<file path="src/rtl/core/fcce_pkg.sv">
package fcce_pkg;

	// Width of the configuration register index.
	localparam int CFG_IDX_W = 3;

	// Result status codes.
	typedef logic [1:0] status_t;
	localparam status_t ST_OK      = 2'd0;
	localparam status_t ST_INVALID = 2'd1;
	localparam status_t ST_RANGE   = 2'd2;
	localparam status_t ST_FULL    = 2'd3;

	// Table entry formats.
	localparam logic [1:0] FT_FAT12 = 2'd0;
	localparam logic [1:0] FT_FAT16 = 2'd1;
	localparam logic [1:0] FT_FAT32 = 2'd2;
	localparam logic [1:0] FT_NONE  = 2'd3;

	// Configuration register indexes.
	localparam logic [CFG_IDX_W-1:0] REG_FAT_TYPE     = 3'd0;
	localparam logic [CFG_IDX_W-1:0] REG_RES_LOW      = 3'd1;
	localparam logic [CFG_IDX_W-1:0] REG_RES_HIGH     = 3'd2;
	localparam logic [CFG_IDX_W-1:0] REG_END_MARKER   = 3'd3;
	localparam logic [CFG_IDX_W-1:0] REG_BYTES_IN_USE = 3'd4;

	// Configuration reset values.
	localparam logic [31:0] RST_RES_LOW      = 32'd1;
	localparam logic [31:0] RST_RES_HIGH     = 32'd4080;
	localparam logic [31:0] RST_END_MARKER   = 32'd4095;
	localparam logic [16:0] RST_BYTES_IN_USE = 17'h10000;

	// Action codes.
	typedef enum logic [3:0] {
		ACT_LOAD_BYTE   = 4'd0,
		ACT_READ_BYTE   = 4'd1,
		ACT_GET_LINK    = 4'd2,
		ACT_SET_LINK    = 4'd3,
		ACT_SET_LAST    = 4'd4,
		ACT_NTH         = 4'd5,
		ACT_ALLOC_FIRST = 4'd6,
		ACT_APPEND      = 4'd7,
		ACT_TRUNCATE    = 4'd8
	} action_t;

	// Datapath selectors.
	typedef enum logic [2:0] {ENT_HOLD, ENT_IN, ENT_LINK, ENT_SCAN, ENT_TAIL} ent_sel_t;
	typedef enum logic [1:0] {SCAN_HOLD, SCAN_FIRST, SCAN_NEXT, SCAN_AFTER_ENT} scan_sel_t;
	typedef enum logic [1:0] {RES_HOLD, RES_IN, RES_LINK, RES_SCAN} res_sel_t;
	typedef enum logic [1:0] {WV_LINKV, WV_END, WV_ZERO, WV_SCAN} wval_sel_t;

	// Commands from the controller to the datapath.
	typedef struct packed {
		logic      capture;
		logic      init;
		ent_sel_t  ent_sel;
		scan_sel_t scan_sel;
		res_sel_t  res_sel;
		logic      tail_load;
		logic      st_we;
		status_t   st_val;
		logic      bi_clr;
		logic      mem_re;
		logic      mem_we;
		logic      byte_mode;
		wval_sel_t wval_sel;
		logic      cnt_inc;
		logic      rb_load;
		logic      out_load;
	} cmd_t;

	// Status from the datapath to the controller.
	typedef struct packed {
		logic [3:0] act;
		logic       bad_type;
		logic       in_valid;
		status_t    loc_st;
		logic       link_valid;
		logic       link_zero;
		logic       bi_last;
		logic       byte_ok;
		logic       first_ok;
		logic       scan_last;
		logic       scan_is_tail;
		logic       walk_more;
		logic       cnt_at_bound;
		logic       steps_over;
	} sts_t;

endpackage

</file>
<file path="src/rtl/core/fcce_ctrl.sv">
module fcce_ctrl (
	input  logic           clk,
	input  logic           arst_n,
	input  logic           in_valid,
	output logic           in_ready,
	output logic           out_valid,
	input  logic           out_ready,
	input  fcce_pkg::sts_t sts,
	output fcce_pkg::cmd_t cmd
);
	import fcce_pkg::*;

	typedef enum logic [3:0] {
		S_IDLE, S_DISPATCH, S_BYTE_WAIT, S_LOC, S_RD, S_RDW, S_USE, S_WR,
		S_NTH_CHK, S_PROBE, S_SCHK, S_DONE
	} state_t;

	typedef enum logic [1:0] {PH_WALK, PH_SEARCH, PH_TAIL} phase_t;

	state_t state_q, state_d;
	phase_t phase_q, phase_d;
	logic   out_valid_q, out_valid_d;

	assign in_ready  = (state_q == S_IDLE);
	assign out_valid = out_valid_q;

	// Next state and commands.
	always_comb begin
		state_d     = state_q;
		phase_d     = phase_q;
		out_valid_d = out_valid_q && !out_ready;
		cmd         = '0;
		case (state_q)
			S_IDLE: begin
				if (in_valid) begin
					cmd.capture = 1'b1;
					state_d     = S_DISPATCH;
				end
			end
			S_DISPATCH: begin
				cmd.init = 1'b1;
				state_d  = S_DONE;
				case (sts.act)
					ACT_LOAD_BYTE: begin
						if (sts.byte_ok) begin
							cmd.mem_we    = 1'b1;
							cmd.byte_mode = 1'b1;
						end else begin
							cmd.st_we  = 1'b1;
							cmd.st_val = ST_RANGE;
						end
					end
					ACT_READ_BYTE: begin
						if (sts.byte_ok) begin
							cmd.mem_re    = 1'b1;
							cmd.byte_mode = 1'b1;
							state_d       = S_BYTE_WAIT;
						end else begin
							cmd.st_we  = 1'b1;
							cmd.st_val = ST_RANGE;
						end
					end
					ACT_GET_LINK, ACT_SET_LINK, ACT_SET_LAST: begin
						cmd.ent_sel = ENT_IN;
						state_d     = S_LOC;
					end
					ACT_NTH: begin
						cmd.ent_sel = ENT_IN;
						cmd.res_sel = RES_IN;
						if (sts.bad_type || !sts.in_valid) begin
							cmd.st_we  = 1'b1;
							cmd.st_val = ST_INVALID;
						end else begin
							state_d = S_NTH_CHK;
						end
					end
					ACT_ALLOC_FIRST: begin
						cmd.st_we = 1'b1;
						if (sts.bad_type) begin
							cmd.st_val = ST_INVALID;
						end else begin
							cmd.st_val   = ST_FULL;
							cmd.scan_sel = SCAN_FIRST;
							if (sts.first_ok) begin
								state_d = S_PROBE;
							end
						end
					end
					ACT_APPEND: begin
						if (sts.bad_type || !sts.in_valid) begin
							cmd.st_we  = 1'b1;
							cmd.st_val = ST_INVALID;
						end else begin
							cmd.ent_sel = ENT_IN;
							phase_d     = PH_WALK;
							state_d     = S_LOC;
						end
					end
					ACT_TRUNCATE: begin
						if (sts.bad_type) begin
							cmd.st_we  = 1'b1;
							cmd.st_val = ST_INVALID;
						end else if (sts.in_valid) begin
							cmd.ent_sel = ENT_IN;
							state_d     = S_LOC;
						end
					end
					default: ;
				endcase
			end
			S_BYTE_WAIT: begin
				cmd.rb_load = 1'b1;
				state_d     = S_DONE;
			end
			S_LOC: begin
				if (sts.loc_st != ST_OK) begin
					cmd.st_we     = 1'b1;
					cmd.st_val    = sts.loc_st;
					cmd.tail_load = (sts.act == ACT_APPEND) && (phase_q == PH_WALK);
					state_d       = S_DONE;
				end else begin
					cmd.bi_clr = 1'b1;
					state_d    = S_RD;
				end
			end
			S_RD: begin
				cmd.mem_re = 1'b1;
				if (sts.bi_last) begin
					state_d = S_RDW;
				end
			end
			S_RDW: begin
				state_d = S_USE;
			end
			S_USE: begin
				state_d = S_DONE;
				case (sts.act)
					ACT_GET_LINK: begin
						cmd.res_sel = RES_LINK;
					end
					ACT_SET_LINK, ACT_SET_LAST, ACT_TRUNCATE: begin
						cmd.bi_clr = 1'b1;
						state_d    = S_WR;
					end
					ACT_NTH: begin
						cmd.res_sel = RES_LINK;
						cmd.ent_sel = ENT_LINK;
						cmd.cnt_inc = 1'b1;
						if (!sts.link_valid) begin
							cmd.st_we  = 1'b1;
							cmd.st_val = ST_INVALID;
						end else begin
							state_d = S_NTH_CHK;
						end
					end
					ACT_ALLOC_FIRST: begin
						if (sts.link_zero) begin
							cmd.bi_clr = 1'b1;
							state_d    = S_WR;
						end else if (!sts.scan_last) begin
							cmd.scan_sel = SCAN_NEXT;
							state_d      = S_PROBE;
						end
					end
					ACT_APPEND: begin
						case (phase_q)
							PH_WALK: begin
								if (sts.link_valid) begin
									if (sts.cnt_at_bound) begin
										cmd.st_we     = 1'b1;
										cmd.st_val    = ST_INVALID;
										cmd.tail_load = 1'b1;
									end else begin
										cmd.ent_sel = ENT_LINK;
										cmd.cnt_inc = 1'b1;
										state_d     = S_LOC;
									end
								end else begin
									// Tail found: start the search one past it.
									cmd.tail_load = 1'b1;
									cmd.st_we     = 1'b1;
									cmd.st_val    = ST_FULL;
									cmd.scan_sel  = SCAN_AFTER_ENT;
									phase_d       = PH_SEARCH;
									state_d       = S_SCHK;
								end
							end
							PH_SEARCH: begin
								if (sts.link_zero) begin
									cmd.bi_clr = 1'b1;
									state_d    = S_WR;
								end else begin
									cmd.scan_sel = SCAN_NEXT;
									state_d      = S_SCHK;
								end
							end
							default: begin
								cmd.bi_clr = 1'b1;
								state_d    = S_WR;
							end
						endcase
					end
					default: ;
				endcase
			end
			S_WR: begin
				cmd.mem_we = 1'b1;
				case (sts.act)
					ACT_SET_LINK: cmd.wval_sel = WV_LINKV;
					ACT_TRUNCATE: cmd.wval_sel = WV_ZERO;
					ACT_APPEND:   cmd.wval_sel = (phase_q == PH_TAIL) ? WV_SCAN : WV_END;
					default:      cmd.wval_sel = WV_END;
				endcase
				if (sts.bi_last) begin
					state_d = S_DONE;
					case (sts.act)
						ACT_ALLOC_FIRST: begin
							cmd.res_sel = RES_SCAN;
							cmd.st_we   = 1'b1;
							cmd.st_val  = ST_OK;
						end
						ACT_APPEND: begin
							if (phase_q == PH_TAIL) begin
								cmd.res_sel = RES_SCAN;
								cmd.st_we   = 1'b1;
								cmd.st_val  = ST_OK;
							end else begin
								// New cluster marked; now link the tail to it.
								phase_d     = PH_TAIL;
								cmd.ent_sel = ENT_TAIL;
								state_d     = S_LOC;
							end
						end
						ACT_TRUNCATE: begin
							cmd.ent_sel = ENT_LINK;
							if (sts.link_valid) begin
								state_d = S_LOC;
							end
						end
						default: ;
					endcase
				end
			end
			S_NTH_CHK: begin
				if (sts.walk_more) begin
					state_d = S_LOC;
				end else begin
					cmd.st_we  = sts.steps_over;
					cmd.st_val = ST_INVALID;
					state_d    = S_DONE;
				end
			end
			S_PROBE: begin
				cmd.ent_sel = ENT_SCAN;
				state_d     = S_LOC;
			end
			S_SCHK: begin
				state_d = sts.scan_is_tail ? S_DONE : S_PROBE;
			end
			S_DONE: begin
				if (!out_valid_q || out_ready) begin
					cmd.out_load = 1'b1;
					out_valid_d  = 1'b1;
					state_d      = S_IDLE;
				end
			end
			default: state_d = S_IDLE;
		endcase
	end

	// State and registered outputs.
	always_ff @(posedge clk or negedge arst_n) begin
		if (!arst_n) begin
			state_q     <= S_IDLE;
			phase_q     <= PH_WALK;
			out_valid_q <= 1'b0;
		end else begin
			state_q     <= state_d;
			phase_q     <= phase_d;
			out_valid_q <= out_valid_d;
		end
	end

endmodule

</file>
<file path="config.mk">
export PLATFORM = sky130hd
export DESIGN_NAME = fcce_ctrl
export DESIGN_NICKNAME = d
export VERILOG_FILES = /design/src/rtl/core/fcce_pkg.sv /design/src/rtl/core/fcce_ctrl.sv
export SDC_FILE = /design/constraint.sdc
export NUM_CORES = 1
export LEC_CHECK = 0
export BUFFER_PORTS_ARGS = -buffer_cell sky130_fd_sc_hd__buf_2
export CORE_ASPECT_RATIO = 1.75
export CORE_MARGIN = 1
export CORE_UTILIZATION = 28
export CTS_BUF_LIST = sky130_fd_sc_hd__clkbuf_2
export DETAILED_ROUTE_END_ITERATION = 8
export PLACE_DENSITY = 0.58
export SYNTH_ARGS = -nofsm -noshare
export SYNTH_HDL_FRONTEND = slang
export SYNTH_SLANG_ARGS = --single-unit
</file>
<file path="constraint.sdc">
create_clock -name clk -period 5.3 [get_ports clk]
set_input_delay 0.795 -clock clk [delete_from_list [all_inputs] [get_ports clk]]
set_output_delay 0.795 -clock clk [all_outputs]
set_load 0.03 [all_outputs]
</file>
==> flow_summary.json, run 1 <==
{
  "synth_compound_area_frac": 0.3726,
  "dp_hpwl_mm": 3.478,
  "crit_arrival_ps": 2480,
  "r2r_cells": 5,
  "routedWlPerCell_um": 16.14,
  "critPathCaptureType": "output port",
  "cts_setup_buffers": 0,
  "max_freq_mhz": 305.6,
  "antenna_left": 0,
  "yosys.area_share.adder": 0,
  "crit_type": "in -> out",
  "port_buffers": 45,
  "status": "completed",
  "grt_pass1_vias": 1497,
  "final_cell_count_no_fill": 272,
  "synth-simple-area-share": 0.3665,
  "fin_nets": 246,
  "setup-tns-final_ps": 0,
  "ys_dominant_reg_cell": "dfrtp_1",
  "async_flop_share": 1.000,
  "htree_num_levels": 1,
  "io_pins": 46,
  "muxShareOfSynthArea": 0.02741,
  "syn_inst": 186,
  "cts_max_path_buffers": 2,
  "crit_fanout": 19,
  "slew_violations": 0,
  "r2r-start": "state_q[3]$_DFFE_PN0P_",
  "hp-class": "in -> async",
  "drive_gt1_frac": 0.2601,
  "max_slew_margin": 0.5898,
  "yosysSeqAreaShare": 0.1421,
  "period_share": 0.6175,
  "setup_viol": 0,
  "yosysWarnings": 0,
  "via_per_inst": 5.864,
  "worstSkewPairLatency_ps": 220,
  "start_kind": "primary input",
  "dr.pass1.iters": 4,
  "core_area_um2": 4189,
  "multi_input_area_um2": 962.2,
  "hold_viol_final": 0,
  "synth-seq-cells": 7,
  "route.detailed.drc": 0,
  "dp.cells": 268,
  "cts_tree": "done",
  "synth_top_family_by_area": "compound AO/OA/AOI/OAI gates",
  "dieHeight_um": 89.77,
  "start_util": 0.2942,
  "antenna_found_initial": 0,
  "synth_nets": 208,
  "numCtsBuffers": 3,
  "p_per_area_nw_per_um2": 368.3,
  "num_antenna_cells": 0,
  "rows": 31,
  "cts_resized": 0,
  "die-width_um": 52.15,
  "syn_to_final_growth_pct": 20.81,
  "die_area_um2": 4681,
  "via_count": 1595,
  "cap_violations": 0,
  "track_usage": 0.1915,
  "leakage_nw": 0.6926,
  "tightest_slew_ps": 615.2,
  "synthXorXnorAreaFrac": 0.01421,
  "routabilityCongestion": 0.9438,
  "syn_area_um2": 1232,
  "grt_first_pass_wirelength_mm": 7.058,
  "ys_types": 50,
  "drt_iter0_drc": 70,
  "ff_latch_area_um2": 175.2,
  "fin_skew_ps": 5.846,
  "cts.clk_slew.worst_paths_ps": 70,
  "period_minus_slack_ps": 3273,
  "clock_sinks": 7,
  "synth_edf_count": 0,
  "root_buffer": "clkbuf_2",
  "grt_max_degree": 23,
  "grt-ovfl-total": 0,
  "irDropWorstVdd_mv": 0.1208,
  "wl_mm": 4.389,
  "crit_required_ps": 4510,
  "ctsHoldBuffers": 0,
  "rsz0062_at_grt": "no",
  "avgSynthCellArea_um2": 6.626,
  "nFillCells": 475,
  "cp-startpoint": "sts[15]"
}
## per-stage QoR
step	utilization	total power [mW]	setup WS, ps	hold slack [ps]	cell area [um2]
6_report	0.3554	0.5484	2027	387.9	1489
2_1_floorplan	-	0.4004	1755	499.4	1232
5_1_grt	0.3554	0.5930	1939	380.9	1489
4_1_cts	0.3554	0.5464	2034	384.2	1489
3_5_place_dp	0.3507	0.5068	2037	576.7	1469
3_3_place_gp	0.3507	0.5073	2062	567.8	1469
## cell usage after synthesis (5+ instances only)
cell type / n / area [um2]
a21oi_1: 13 / 65.06
clkbuf_1: 6 / 22.52
dfrtp_1: 7 / 175.2
inv_1: 12 / 45.04
nand2_1: 13 / 48.80
nand2b_1: 10 / 62.56
nand3_1: 5 / 25.02
nor2_1: 17 / 63.81
nor2b_1: 8 / 50.05
nor3_1: 10 / 50.05
o21ai_0: 17 / 85.08
or3_1: 5 / 31.28
## cells by family after synthesis
family / Yosys count
AND/OR/NAND/NOR: 82
flip-flops: 7
XOR/XNOR: 2
multiplexers: 3
AO/OA/AOI/OAI: 68
buffers and inverters: 24
## final cells by class
type | count | area share
Timing Repair Buffer | 45 | 0.1513
Multi-Input combinational cell | 155 | 0.6462
Tap cell | 49 | 0.04118
Clock buffer | 4 | 0.01345
Sequential cell | 7 | 0.1176
Inverter | 12 | 0.03025
## state kept, by name, indices dropped and copies added, names as in the netlist
register and cells:
state_q 4, phase_q 2, out_valid 1
## path summary, 6_finish.rpt
| check | endpoint | slack, ps |
|---|---|---|
| min in group clk | out_valid$_DFF_PN0_ | 580 |
| setup reg to reg | phase_q[1]$_DFFE_PN0P_ | 3090 |
| setup / recovery | cmd[18] | 2030 |
| hold reg to reg | out_valid$_DFF_PN0_ | 580 |
| hold / removal | state_q[0]$_DFFE_PN0P_ | 390 |
| max in group asynchronous | state_q[1]$_DFFE_PN0P_ | 4750 |
## metal layers
metal,share of wire,GRT usage
met5,0,0
met4,0.033,0.07675
met3,0.053,0.02538
met2,0.53,0.3355
met1,0.38,0.2231
## power breakdown
part           total (mW)  internal, mW  switching (mW)
registers           0.139        0.0711          0.0678
clock network      0.0384        0.0201          0.0184
logic               0.371         0.136           0.235
total               0.548         0.227           0.321
## layout by cell type (no fill, tap or decap), types with 2 or more instances in the layout
master,n
a21o_1,4
a21oi_1,13
a22oi_1,3
a31oi_1,3
and3_1,2
buf_2,45
clkbuf_2,4
dfrtp_1,7
inv_1,12
mux2_2,3
nand2_1,13
nand2b_1,10
nand3_1,5
nand3b_1,2
nand4_1,2
nor2_1,17
nor2b_1,8
nor3_1,10
o21a_1,3
o21ai_0,17
o22ai_1,4
o31ai_1,4
or3_1,5
xnor2_1,2
## critical path, cell delays in order
cell and delay [ps]:
buf_2 290, nand4b_4 160, or3_1 430, or3_1 360, a21oi_2 160, a21o_1 100
buf_2 180
Power figures use the tool's default switching activity.
==> run 2, diff against run 1 <==
--- a/config.mk
+++ b/config.mk
@@ -5,6 +5,7 @@
 export SDC_FILE = /design/constraint.sdc
 export NUM_CORES = 1
 export LEC_CHECK = 0
+export ABC_AREA = 1
 export BUFFER_PORTS_ARGS = -buffer_cell sky130_fd_sc_hd__buf_2
 export CORE_ASPECT_RATIO = 1.75
 export CORE_MARGIN = 1
==> constraint.sdc (replaced) <==
create_clock -name clk -period 3.39 [get_ports clk]
set_input_delay 0.5085 -clock clk [delete_from_list [all_inputs] [get_ports clk]]
set_output_delay 0.5085 -clock clk [all_outputs]
set_load 0.03 [all_outputs]
==> run 2 against run 1 <==
Effect of this change: first-iteration DRC count shrank 30%; non-clock buffer count is the same; cell count grew 23%; global-route usage grew 2.1 points; critical path depth grew 1; critical endpoint unchanged; largest cell class unchanged.
==> flow_summary.json, run 2 <==
{
  "root_buffer": "clkbuf_2",
  "ff_latch_area_um2": 175.2,
  "fin_skew_ps": 1.681,
  "r2r-end": "phase_q[1]$_DFFE_PN0P_",
  "endpoint": "cmd[18]",
  "cts.clk_slew.worst_paths_ps": 70,
  "synth_top_area_cell": "nand2_1",
  "setup-tns-final_ps": 0,
  "max_slew_margin": 0.7631,
  "tightest_slew_ps": 352.7,
  "dr.pass1.iters": 4,
  "layout_common_cells": "77 x nand2_1, 45 x buf_2, 33 x nor2_1",
  "drt_iter0_drc": 49,
  "start_util": 0.2942,
  "yosysWarnings": 0,
  "cts_resized": 0,
  "irDropWorstVdd_mv": 0.2552,
  "routabilityCongestion": 0.9632,
  "die-width_um": 52.15,
  "largest_reg_flops": 4,
  "cp-startpoint": "state_q[0]$_DFFE_PN0P_",
  "via_count": 1673,
  "multi_input_area_um2": 922.1,
  "io_pins": 46,
  "cts_tree": "done",
  "route.detailed.drc": 0,
  "met1_length_mm": 1.600,
  "ys_dominant_reg_cell": "dfrtp_1",
  "drive_gt1_frac": 0.2702,
  "syn_area_um2": 1232,
  "via_per_inst": 5.009,
  "route.met2.wl_mm": 2.732,
  "syn_inst": 236,
  "critPathCaptureType": "output port",
  "clock_sinks": 7,
  "wl_mm": 4.664,
  "regToRegSetupSlack_ps": 1790,
  "crit_required_ps": 2880,
  "max_freq_mhz": 422.3,
  "grt-ovfl-total": 0,
  "p_per_area_nw_per_um2": 599.6,
  "start_kind": "register",
  "synthTopCellsByArea": "nand2_1 23%, dfrtp_1 14%, nand3_1 11%",
  "hold_viol_final": 0,
  "yosysSeqAreaShare": 0.1421,
  "yosysMostFrequentCell": "nand2_1",
  "numCtsBuffers": 3,
  "antenna_left": 0,
  "synth_common_cells": "77 x nand2_1, 33 x nor2_1, 27 x inv_1",
  "grt_pass1_vias": 1703,
  "grt_max_degree": 10,
  "dieHeight_um": 89.77,
  "crit_arrival_ps": 1860,
  "fin_util": 0.3674,
  "leakage_nw": 0.9244,
  "ctsHoldBuffers": 0,
  "synth.top_cell.area_share": 0.2345,
  "async_flop_share": 1.000,
  "r2r-start": "phase_q[0]$_DFFE_PN0P_",
  "wl_met3_um": 78,
  "grt_first_pass_wirelength_mm": 7.438,
  "worstSkewPairLatency_ps": 230,
  "die_area_um2": 4681,
  "rows": 31,
  "antenna_found_initial": 0,
  "core_area_um2": 4189,
  "final_common_cell": "nand2_1",
  "r2r_cells": 7,
  "period_minus_slack_ps": 2368,
  "ys_types": 26,
  "port_buffers": 45,
  "synth_edf_count": 0,
  "nFillCells": 507,
  "dp_hpwl_mm": 4.067,
  "synth-seq-cells": 7,
  "cts_max_path_buffers": 2,
  "track_usage": 0.2121,
  "cts_setup_buffers": 0,
  "syn_to_final_growth_pct": 24.87,
  "rsz0062_at_grt": "no",
  "slew_violations": 0,
  "crit_type": "reg -> out",
  "fin_nets": 308,
  "hp-class": "in -> async",
  "avgSynthCellArea_um2": 5.222,
  "cap_violations": 0,
  "routedWlPerCell_um": 13.96,
  "top_register": "state_q",
  "crit_fanout": 8,
  "dr.max_layer_used": "met4",
  "synth_nets": 258,
  "setup_viol": 0,
  "period_share": 0.6985,
  "htree_num_levels": 1,
  "status": "completed",
  "num_antenna_cells": 0
}
[run 2: changes by cell type after synthesis, sizes merged, moves of 4 or more]
cell    delta
inv       +24
a21oi      -4
nand2b    -10
nand2     +71
or3        -5
nor2b      -8
o21ai      -4
nand3     +21
buf        -6
a21o       -4
nor3       -6
nor2      +23
clkbuf     -6
[run 2: routing by layer]
layer / vias to the layer above / global-route usage
li1: 860 / -
met1: 754 / 0.1946
met2: 39 / 0.4124
met3: 20 / 0.01354
met4: 0 / 0.1316
met5: - / 0
[run 2: final cells by class]
type                    count  share of cell area
clock buffers               4             0.01301
inverters                  36             0.08780
multi-input cells         193              0.5992
flip-flops and latches      7              0.1138
well taps                  49             0.03984
repair buffers             45              0.1463
[run 2: power by group]
group	leakage [nW]	switching (mW)	internal (mW)
clock network	0.0166	0.0311	0.0314
registers	0.0850	0.0445	0.125
logic	0.823	0.496	0.195
[run 2: cells by family (layout without fill, tap and decap cells)]
logic type,after synthesis,count (layout),synth area share
compound gates,33,33,0.1614
buf+inv,36,85,0.1096
flops,7,7,0.1421
simple gates,160,160,0.5868
[run 2: stage by stage]
stage               cells  hold WS, ps  power [mW]  cell area (um2)  worst slack, ps
global route          334        74.18       1.002             1539            919.4
CTS                   334        80.20      0.9250             1539             1029
global placement      330        344.1      0.8617             1519             1115
floorplan             236        212.9      0.6675             1232            833.5
detailed placement    330        345.1      0.8597             1519             1118
finish                334        89.10      0.9227             1539             1022
[run 2: worst min path at each step]
stage | from | to | slack (ps) | cells after the start
after global routing | arst_n | out_valid$_DFF_PN0_ | 70 | 1
final | arst_n | state_q[3]$_DFFE_PN0P_ | 90 | 1
after detailed placement | arst_n | phase_q[0]$_DFFE_PN0P_ | 350 | 1
after CTS | arst_n | phase_q[1]$_DFFE_PN0P_ | 80 | 1
after floorplan | arst_n | out_valid$_DFF_PN0_ | 210 | 0
after global placement | arst_n | phase_q[1]$_DFFE_PN0P_ | 340 | 1
[run 2: worst max-delay path, cell delays in order, from the launching register on]
cell	delay, ps
dfrtp_1	430
inv_2	90
nand2_1	120
nor2_4	240
inv_2	110
o31ai_2	270
a21oi_1	70
nand2_1	90
buf_2	200
==> run 3, diff against run 2 <==
--- a/config.mk
+++ b/config.mk
@@ -5,7 +5,7 @@
 export SDC_FILE = /design/constraint.sdc
 export NUM_CORES = 1
 export LEC_CHECK = 0
-export ABC_AREA = 1
+export ABC_AREA = 0
 export BUFFER_PORTS_ARGS = -buffer_cell sky130_fd_sc_hd__buf_2
 export CORE_ASPECT_RATIO = 1.75
 export CORE_MARGIN = 1
==> constraint.sdc (replaced) <==
create_clock -name clk -period 2.4 [get_ports clk]
set_input_delay 0.36 -clock clk [delete_from_list [all_inputs] [get_ports clk]]
set_output_delay 0.36 -clock clk [all_outputs]
set_load 0.03 [all_outputs]
==> run 3 against run 2 <==
Effect of this change: worst hold slack better by 250 ps; power up 44%; global-route usage down 0.46 points; critical path type unchanged; largest cell class unchanged; largest power group unchanged; highest routed layer unchanged.
==> flow_summary.json, run 3 (synthesized netlist as in run 1, its figures left out) <==
{
  "grt_first_pass_wirelength_mm": 7.500,
  "r2r-start": "state_q[2]$_DFFE_PN0P_",
  "min-delay-start": "out_ready",
  "die_area_um2": 4681,
  "routedWlPerCell_um": 15.88,
  "hp-class": "in -> reg",
  "cp-startpoint": "state_q[2]$_DFFE_PN0P_",
  "cts.clk_slew.worst_paths_ps": 80,
  "crit_fanout": 5,
  "die-width_um": 52.15,
  "routabilityCongestion": 1.009,
  "port_buffers": 45,
  "hold_viol_final": 0,
  "crit_chain": "nand2b_2, or3_4, nor3_2, a22o_1, buf_2",
  "drive_gt1_frac": 0.3416,
  "crit_required_ps": 2040,
  "track_usage": 0.2075,
  "setup_viol": 0,
  "grt_max_degree": 19,
  "route.detailed.drc": 0,
  "r2r_cells": 6,
  "fin_nets": 266,
  "via_count": 1654,
  "nFillCells": 468,
  "via_per_inst": 5.664,
  "slew_violations": 0,
  "irDropWorstVdd_mv": 0.4253,
  "root_buffer": "clkbuf_2",
  "antenna_left": 0,
  "rows": 31,
  "cpLargestDelayFamily": "simple AND/OR/NAND/NOR gates",
  "period_minus_slack_ps": 2282,
  "r2r-end": "phase_q[1]$_DFFE_PN0P_",
  "layout_common_cells": "45 x buf_2, 19 x buf_4, 17 x nor2_1, 17 x o21ai_0, 13 x a21oi_1",
  "crit_cells": 5,
  "holdPathEnd": "out_valid$_DFF_PN0_",
  "fin_skew_ps": 4.061,
  "worstSkewPairLatency_ps": 230,
  "io_pins": 46,
  "cp_slowest_stage_delay_ps": 400,
  "numCtsBuffers": 3,
  "critPathCaptureType": "output port",
  "dp_slack_ps": 204.3,
  "final_common_cell": "buf_2",
  "cap_violations": 0,
  "wl_mm": 4.636,
  "max_freq_mhz": 438.2,
  "core_area_um2": 4189,
  "cpMaxStageDelayCell": "dfrtp_1",
  "crit_arrival_ps": 1920,
  "tightest_slew_ps": 403.6,
  "dp.cells": 287,
  "syn_to_final_growth_pct": 36.14,
  "regToRegSetupSlack_ps": 500,
  "drt_iter0_drc": 67,
  "grt-ovfl-total": 0,
  "crit_buf_inv": 1,
  "cts_max_path_buffers": 2,
  "dr.pass1.iters": 4,
  "largest_reg_flops": 4,
  "htree_num_levels": 1,
  "num_antenna_cells": 0,
  "hold_depth": 2,
  "clock_sinks": 7,
  "status": "completed",
  "cts_tree": "done",
  "max_slew_margin": 0.7304,
  "dp_hpwl_mm": 3.825,
  "timing.final.ws_setup_ps": 117.9,
  "crit_type": "reg -> out",
  "period_share": 0.9509,
  "leakage_nw": 0.7944,
  "top_register": "state_q",
  "antenna_found_initial": 0,
  "final_cell_count_no_fill": 292,
  "grt_pass1_vias": 1559,
  "dieHeight_um": 89.77,
  "p_per_area_nw_per_um2": 792.6,
  "rsz0062_at_grt": "yes",
  "start_util": 0.2942,
  "start_kind": "register"
}
run 3: cell count changes in the layout (fill, tap and decap cells not counted), moves of 5 or more:
| cell | change |
|---|---|
| nand2_1 | -65 |
| nor3_1 | +5 |
| o21ai_0 | +7 |
| nand2_2 | -6 |
| nand3_1 | -21 |
| nor2b_1 | +8 |
| nand2b_1 | +9 |
| inv_1 | -15 |
| inv_2 | -9 |
| buf_4 | +19 |
| nor2_1 | -16 |
run 3: where the power goes:
group / internal, mW / switching [mW] / leakage, nW / total (mW)
clock: 0.0378 / 0.0443 / 0.0164 / 0.0821
sequential: 0.159 / 0.0369 / 0.0896 / 0.196
combinational: 0.382 / 0.670 / 0.688 / 1.05
total: 0.579 / 0.751 / 0.794 / 1.33
run 3: cell type report:
cell class	count	area, um2	area share
clock buffers	3	15.01	0.008949
clock inverters	1	5.005	0.002983
inverters	12	45.04	0.02685
multi-input cells	155	998.5	0.5951
flip-flops and latches	7	175.2	0.1044
well taps	49	61.31	0.03654
repair buffers	65	377.9	0.2252
run 3: what timing repair did:
item / in CTS / in global routing
hold buffers: 1 / 0
gates resized for setup: 0 / 3
endpoints found under the setup margin: 0 / 7
hold endpoints to repair: 7 / 0
setup buffers: 0 / 0
run 3: how the worst max path moves through the flow:
stage                     slack [ps]      end
after global placement           210  cmd[11]
final                            120   cmd[7]
after detailed placement         200  cmd[18]
after CTS                          2   cmd[7]
after global routing              -3  cmd[11]
after floorplan                 -110  cmd[10]
run 3: metal layers:
| layer | GRT usage | vias to the layer above | share of wire |
|---|---|---|---|
| li1 | - | 808 | - |
| met1 | 0.2466 | 780 | 0.38 |
| met3 | 0.01015 | 8 | 0.048 |
| met5 | 0 | - | 0 |
| met2 | 0.3739 | 58 | 0.55 |
| met4 | 0.07456 | 0 | 0.023 |
run 3: stage by stage:
stage / utilization / TNS [ps] / power (mW) / hold WS [ps] / cell area, um2
detailed placement: 0.3910 / 0 / 1.224 / 198.5 / 1638
global placement: 0.3910 / 0 / 1.228 / 194.0 / 1638
floorplan: - / -105.9 / 0.8953 / 64.41 / 1259
global route: 0.4005 / -2.711 / 1.437 / 326.2 / 1678
CTS: 0.3981 / 0 / 1.312 / 329.6 / 1668
finish: 0.4005 / 0 / 1.330 / 338.1 / 1678
